===== src/hw/rtl/tsst_pkg.sv =====
// Shared types and constants for the TCP session state tracker.
package tsst_pkg;

  localparam int SESSIONS = 1024;
  localparam int ADDR_W   = $clog2(SESSIONS);
  localparam int FLAG_W   = 9;

  // TCP header flag bits
  localparam logic [7:0] TF_FIN  = 8'h01;
  localparam logic [7:0] TF_SYN  = 8'h02;
  localparam logic [7:0] TF_RST  = 8'h04;
  localparam logic [7:0] TF_ACK  = 8'h10;
  localparam logic [7:0] TF_MASK = TF_FIN | TF_SYN | TF_RST | TF_ACK;

  // tracking flag bits
  localparam logic [FLAG_W-1:0] SF_WAIT_RESP_SYN     = 9'h001;
  localparam logic [FLAG_W-1:0] SF_WAIT_INIT_ACK_SYN = 9'h002;
  localparam logic [FLAG_W-1:0] SF_WAIT_RESP_ACK_SYN = 9'h004;
  localparam logic [FLAG_W-1:0] SF_FIN_INIT          = 9'h008;
  localparam logic [FLAG_W-1:0] SF_FIN_RESP          = 9'h010;
  localparam logic [FLAG_W-1:0] SF_ACK_FIN_INIT      = 9'h020;
  localparam logic [FLAG_W-1:0] SF_ACK_FIN_RESP      = 9'h040;
  localparam logic [FLAG_W-1:0] SF_ESTABLISHED       = 9'h080;
  localparam logic [FLAG_W-1:0] SF_TIME_WAIT         = 9'h100;

  // configuration register indexes
  localparam int CFG_IDX_W = 2;
  localparam logic [CFG_IDX_W-1:0] CFG_EMBRYONIC   = 2'd0;
  localparam logic [CFG_IDX_W-1:0] CFG_ESTABLISHED = 2'd1;
  localparam logic [CFG_IDX_W-1:0] CFG_SECURITY    = 2'd2;

  localparam logic [15:0] RST_EMBRYONIC   = 16'd5;
  localparam logic [15:0] RST_ESTABLISHED = 16'd120;
  localparam logic [15:0] RST_SECURITY    = 16'd30;

  localparam int IN_TDATA_W  = 104;
  localparam int OUT_TDATA_W = 40;

  typedef struct packed {
    logic [9:0]  session_index;
    logic        direction;
    logic [7:0]  tcp_flags;
    logic [31:0] seq_num;
    logic [31:0] ack_num;
    logic [15:0] current_version;
  } pkt_t;

  typedef struct packed {
    logic [FLAG_W-1:0] flags;
    logic [15:0]       version;
    logic [31:0]       fin_forward;
    logic [31:0]       fin_reverse;
  } entry_t;

  localparam int ENTRY_W = $bits(entry_t);

  typedef struct packed {
    logic [FLAG_W-1:0] old_flags;
    logic [FLAG_W-1:0] new_flags;
    logic              close_session;
    logic              block_session;
    logic              became_established;
    logic [15:0]       timeout_value;
  } result_t;

  typedef struct packed {
    logic [15:0] embryonic;
    logic [15:0] established;
    logic [15:0] security;
  } timeouts_t;

endpackage


===== src/hw/rtl/tsst_update.sv =====
// Per-packet read-modify-write rules: version check, handshake and teardown.
module tsst_update (
  input  tsst_pkg::pkt_t      pkt,
  input  tsst_pkg::entry_t    ent,
  input  tsst_pkg::timeouts_t tmo,
  output tsst_pkg::entry_t    ent_next,
  output logic                ent_we,
  output tsst_pkg::result_t   res
);

  logic [7:0]                  fl;
  logic                        f_syn, f_ack, f_fin, f_rst;
  logic                        mismatch, block;
  tsst_pkg::entry_t            base;
  logic [tsst_pkg::FLAG_W-1:0] sf, nsf;
  logic                        remove, estab;
  logic [15:0]                 tmo_sel;

  assign fl    = pkt.tcp_flags & tsst_pkg::TF_MASK;
  assign f_syn = (fl & tsst_pkg::TF_SYN) != 8'h00;
  assign f_ack = (fl & tsst_pkg::TF_ACK) != 8'h00;
  assign f_fin = (fl & tsst_pkg::TF_FIN) != 8'h00;
  assign f_rst = (fl & tsst_pkg::TF_RST) != 8'h00;

  assign mismatch = ent.version != pkt.current_version;
  // reused slot: only a bare SYN may restart it
  assign block    = mismatch && (fl != tsst_pkg::TF_SYN);

  always_comb begin
    base = ent;
    if (mismatch) begin
      base         = '0;
      base.version = pkt.current_version;
    end
    sf       = base.flags;
    nsf      = sf;
    remove   = 1'b0;
    estab    = 1'b0;
    ent_next = base;

    if (!pkt.direction) begin
      if (f_syn) begin
        if (sf == '0) begin
          nsf = tsst_pkg::SF_WAIT_RESP_SYN | tsst_pkg::SF_WAIT_RESP_ACK_SYN;
        end else begin
          remove = 1'b1;
        end
      end
      if (!remove) begin
        if (f_ack) begin
          if ((sf & tsst_pkg::SF_WAIT_INIT_ACK_SYN) != '0) begin
            nsf = nsf & ~tsst_pkg::SF_WAIT_INIT_ACK_SYN;
          end
          if (((sf & tsst_pkg::SF_FIN_RESP) != '0) &&
              (pkt.ack_num == base.fin_reverse)) begin
            nsf = nsf | tsst_pkg::SF_ACK_FIN_INIT;
          end
        end
        if (f_fin) begin
          nsf                  = (nsf & ~tsst_pkg::SF_ESTABLISHED) | tsst_pkg::SF_FIN_INIT;
          ent_next.fin_forward = pkt.seq_num + 32'd1;
        end
        if (f_rst) begin
          remove = 1'b1;
        end
      end
    end else begin
      if (f_syn && ((sf & tsst_pkg::SF_WAIT_RESP_SYN) != '0)) begin
        nsf = nsf ^ (tsst_pkg::SF_WAIT_RESP_SYN | tsst_pkg::SF_WAIT_INIT_ACK_SYN);
      end
      if (f_ack) begin
        if ((sf & tsst_pkg::SF_WAIT_RESP_ACK_SYN) != '0) begin
          nsf = nsf & ~tsst_pkg::SF_WAIT_RESP_ACK_SYN;
        end
        if (((sf & tsst_pkg::SF_FIN_INIT) != '0) &&
            (pkt.ack_num == base.fin_forward)) begin
          nsf = nsf | tsst_pkg::SF_ACK_FIN_RESP;
        end
      end
      if (f_fin) begin
        nsf                  = (nsf & ~tsst_pkg::SF_ESTABLISHED) | tsst_pkg::SF_FIN_RESP;
        ent_next.fin_reverse = pkt.seq_num + 32'd1;
      end
      if (f_rst) begin
        remove = 1'b1;
      end
    end

    if (!remove) begin
      if (nsf == '0) begin
        nsf   = tsst_pkg::SF_ESTABLISHED;
        estab = 1'b1;
      end
      if (((nsf & tsst_pkg::SF_ACK_FIN_INIT) != '0) &&
          ((nsf & tsst_pkg::SF_ACK_FIN_RESP) != '0)) begin
        nsf    = tsst_pkg::SF_TIME_WAIT;
        remove = 1'b1;
      end
    end
    ent_next.flags = nsf;

    if (remove) begin
      tmo_sel = 16'd0;
    end else if ((nsf & tsst_pkg::SF_ESTABLISHED) != '0) begin
      tmo_sel = tmo.established;
    end else begin
      tmo_sel = tmo.embryonic;
    end

    if (block) begin
      ent_we                 = 1'b0;
      res.old_flags          = ent.flags;
      res.new_flags          = ent.flags;
      res.close_session      = 1'b0;
      res.block_session      = 1'b1;
      res.became_established = 1'b0;
      res.timeout_value      = tmo.security;
    end else begin
      ent_we                 = 1'b1;
      res.old_flags          = sf;
      res.new_flags          = nsf;
      res.close_session      = remove;
      res.block_session      = 1'b0;
      res.became_established = estab;
      res.timeout_value      = tmo_sel;
    end
  end

endmodule


===== config.mk =====
export PLATFORM = sky130hd
export DESIGN_NAME = tsst_update
export DESIGN_NICKNAME = d
export VERILOG_FILES = /design/src/hw/rtl/tsst_pkg.sv /design/src/hw/rtl/tsst_update.sv
export SDC_FILE = /design/constraint.sdc
export NUM_CORES = 1
export LEC_CHECK = 0
export BUFFER_PORTS_ARGS = -buffer_cell sky130_fd_sc_hd__buf_4
export CORE_AREA = 2 2 140 142
export DETAILED_ROUTE_END_ITERATION = 10
export DIE_AREA = 0 0 142 144
export PLACE_DENSITY = 0.51
export SLEW_MARGIN = 20
export SYNTH_ARGS = -nofsm -noshare
export SYNTH_HDL_FRONTEND = slang
export SYNTH_SLANG_ARGS = --single-unit

===== constraint.sdc =====
create_clock -name vclk -period 8.37
set_clock_uncertainty 0.1 [all_clocks]
set_input_delay 1.674 -clock vclk [all_inputs]
set_output_delay 1.674 -clock vclk [all_outputs]
set_load 0.005 [all_outputs]

==> metrics.txt <==
Placed Area ~6600 um2; Clock Power Share 0; GR Util All Layers 0.211; GR Overflow Total 0; area grow syn2layout 68.2%; Seq pwr share 0; final cell count without fillers approximately 1200; Syn Nets 848; largest net degree at the start of global routing approximately 110; Max Freq roughly 140 MHz; combinational group share of total power 1.000; final hold violations 0; Pins Over Slew Limit 0; Core Rows between 50 and 60; drt initial violations ~270; hold crit path type in -> out; sw power 135 uW; initial antenna violation count 1; max_cap viols 0; Max FO, Critical Path roughly 110; CORE AREA roughly 19000 um2; Buf/Inv on CP 3; DR WL/cell 20.2 um; I/O Buffers about 350; post-layout minimum cycle time approximately 7 ns; Worst Tran Pin Value around 1.1 ns; slew margin rel. 0.284; Synth Area per Inst ~6.4 um2; die area ~20000 um2; area of the multi-input gates between 3000 and 4000 um2; total number of yosys warnings 0; Pwr Density ~44 nW/um2; Seq/Total Area, Yosys 0; Layout Nets between 1000 and 1500; min-delay src pkt[11]; height of the die ~140 um; leakage power 0.00307 uW; CP startpoint pkt[2]; Cell Area, Synth approximately 3900 um2; switching share of power 0.460; final setup fails 0; Clock buffer cells 0; Ports 363; share of layout cells above drive strength 1 0.428; Syn Inst Count 611; Post-CTS Setup Bufs 0; post-DP HPWL approximately 20000 um; Post-CTS Hold Fix Bufs 0; global-route wire length before repair 33300 um; status completed; FFs & Latches 0; WL met2 ~12000 um; Top Layer Used met4; arrival time worst endpoint 5.22 ns; Initial Util 0.207; worst hold slack between 3 and 4 ns; Tcrit/Tclk final 0.836; CP max-delay cell o21a_1; DP Cell Count about 1200; metal3 WL 1960 um; CP required 6.60 ns; via/cell ratio about 5.0; crit path kind in -> out; Top delay family on crit path compound AO/OA/AOI/OAI gates; final instance area approximately 6600 um2; startpoint types primary input; Placer Congestion 0.892; VDD IR-drop max ~16 uV; Die X-Extent around 140 um; Pre-antenna DRT Iters 5; ANT nets after route 0; internal power between 150 and 200 uW; RSZ-0062 raised after global routing false; max incr delay on CP 0.86 ns; wl on met1 between 9000 and 10000 um; vias in the first global route roughly 5600; # DRC 0; WL final ~23000 um; Critical Path End Type output pin; cts repair resizes 0; Fin Setup TNS 0 ns; Cell variety after synth 60; cell chain of the critical path buf_4 > xnor2_1 > nand4_1 > nor4_4 > buf_12 > a31oi_1 > and4_4 > nand4_4 > o21a_1 > mux2i_1 > o21ai_1 > buf_4; filler cell count ~2100; FF/Latch Area 0 um2; CP dominant cell by count buf_4; DR vias 5778
==> logic make-up (layout without fill, tap and decap cells) <==
| family | count (synthesis) | count (layout) | synth area share |
|---|---|---|---|
| AND/OR/NAND/NOR | 277 | 277 | 0.375 |
| AO/OA/AOI/OAI | 172 | 172 | 0.313 |
| XOR/XNOR | 78 | 78 | 0.173 |
| buffers and inverters | 63 | 366 | 0.0842 |
| multiplexers | 20 | 20 | 0.0508 |
| adder cells (fa/ha/maj) | 1 | 1 | 0.00318 |
| other | 0 | 1 | 0 |
==> power groups by stage <==
stage          sequential [uW]  clock (uW)  combinational (uW)
3_3_place_gp                 0           0                 294
2_1_floorplan                0           0                 112
4_1_cts                      0           0                 297
5_1_grt                      0   0.0000160                 319
3_5_place_dp                 0           0                 296
6_report                     0   0.0000160                 294
==> area by class of cell <==
cell class | count | share of cell area
repair buffers | 354 | 0.403
well taps | 238 | 0.0449
multi-input cells | 548 | 0.545
diodes | 1 | 0.000378
inverters | 12 | 0.00680
==> cell usage in the layout, fill, tap and decap left out, drive strengths merged, types with 2 or more instances in the layout <==
cell / count
a22oi: 2
nand2: 66
nand3: 46
buf: 354
o22ai: 6
and3: 10
or4: 2
a2111oi: 2
nor2b: 10
or2: 9
a211oi: 8
and2: 12
xnor2: 48
or4bb: 2
a31o: 17
nand4: 19
mux2i: 20
a21o: 2
inv: 12
nor4bb: 7
and4: 4
a21boi: 12
xor2: 30
nor4: 8
nor4b: 4
nor2: 52
o21ai: 57
a31oi: 11
a22o: 27
a21oi: 11
o31ai: 5
o2111ai: 2
nor3: 4
nand2b: 17
nand3b: 5
==> Yosys cell counts (10+ instances only) <==
cell,count,area [um2]
a21boi_0,12,90.1
a21oi_1,10,50.1
a22o_1,27,236
a31o_2,17,149
a31oi_1,11,68.8
and2_1,12,75.1
and3_1,10,62.6
clkbuf_1,34,128
inv_1,12,45.0
mux2i_1,20,200
nand2_1,66,248
nand2b_1,17,106
nand3_1,45,225
nand4_1,18,113
nor2_1,52,195
nor2b_1,10,62.6
o21ai_0,46,230
o21ai_1,11,55.1
xnor2_1,48,420
xor2_1,30,263
==> metal layers <==
layer / vias up / GRT usage
met4: 0 / 0.0363
met3: 14 / 0.0470
met1: 2654 / 0.243
met2: 272 / 0.404
li1: 2838 / -
met5: - / 0
==> stage by stage <==
stage | util | setup slack (ns) | total power, uW
final | 0.347 | 1.37 | 294
after detailed placement | 0.347 | 1.38 | 296
after global routing | 0.347 | 1.14 | 319
after global placement | 0.347 | 1.41 | 294
after floorplan | - | 2.60 | 112
after CTS | 0.347 | 1.40 | 297
==> path summary, 6_finish.rpt <==
path,to,slack (ns),cells past startpoint
max,res[6],1.37,12
min,ent_next[75],3.43,2
Power figures use the tool's default switching activity.
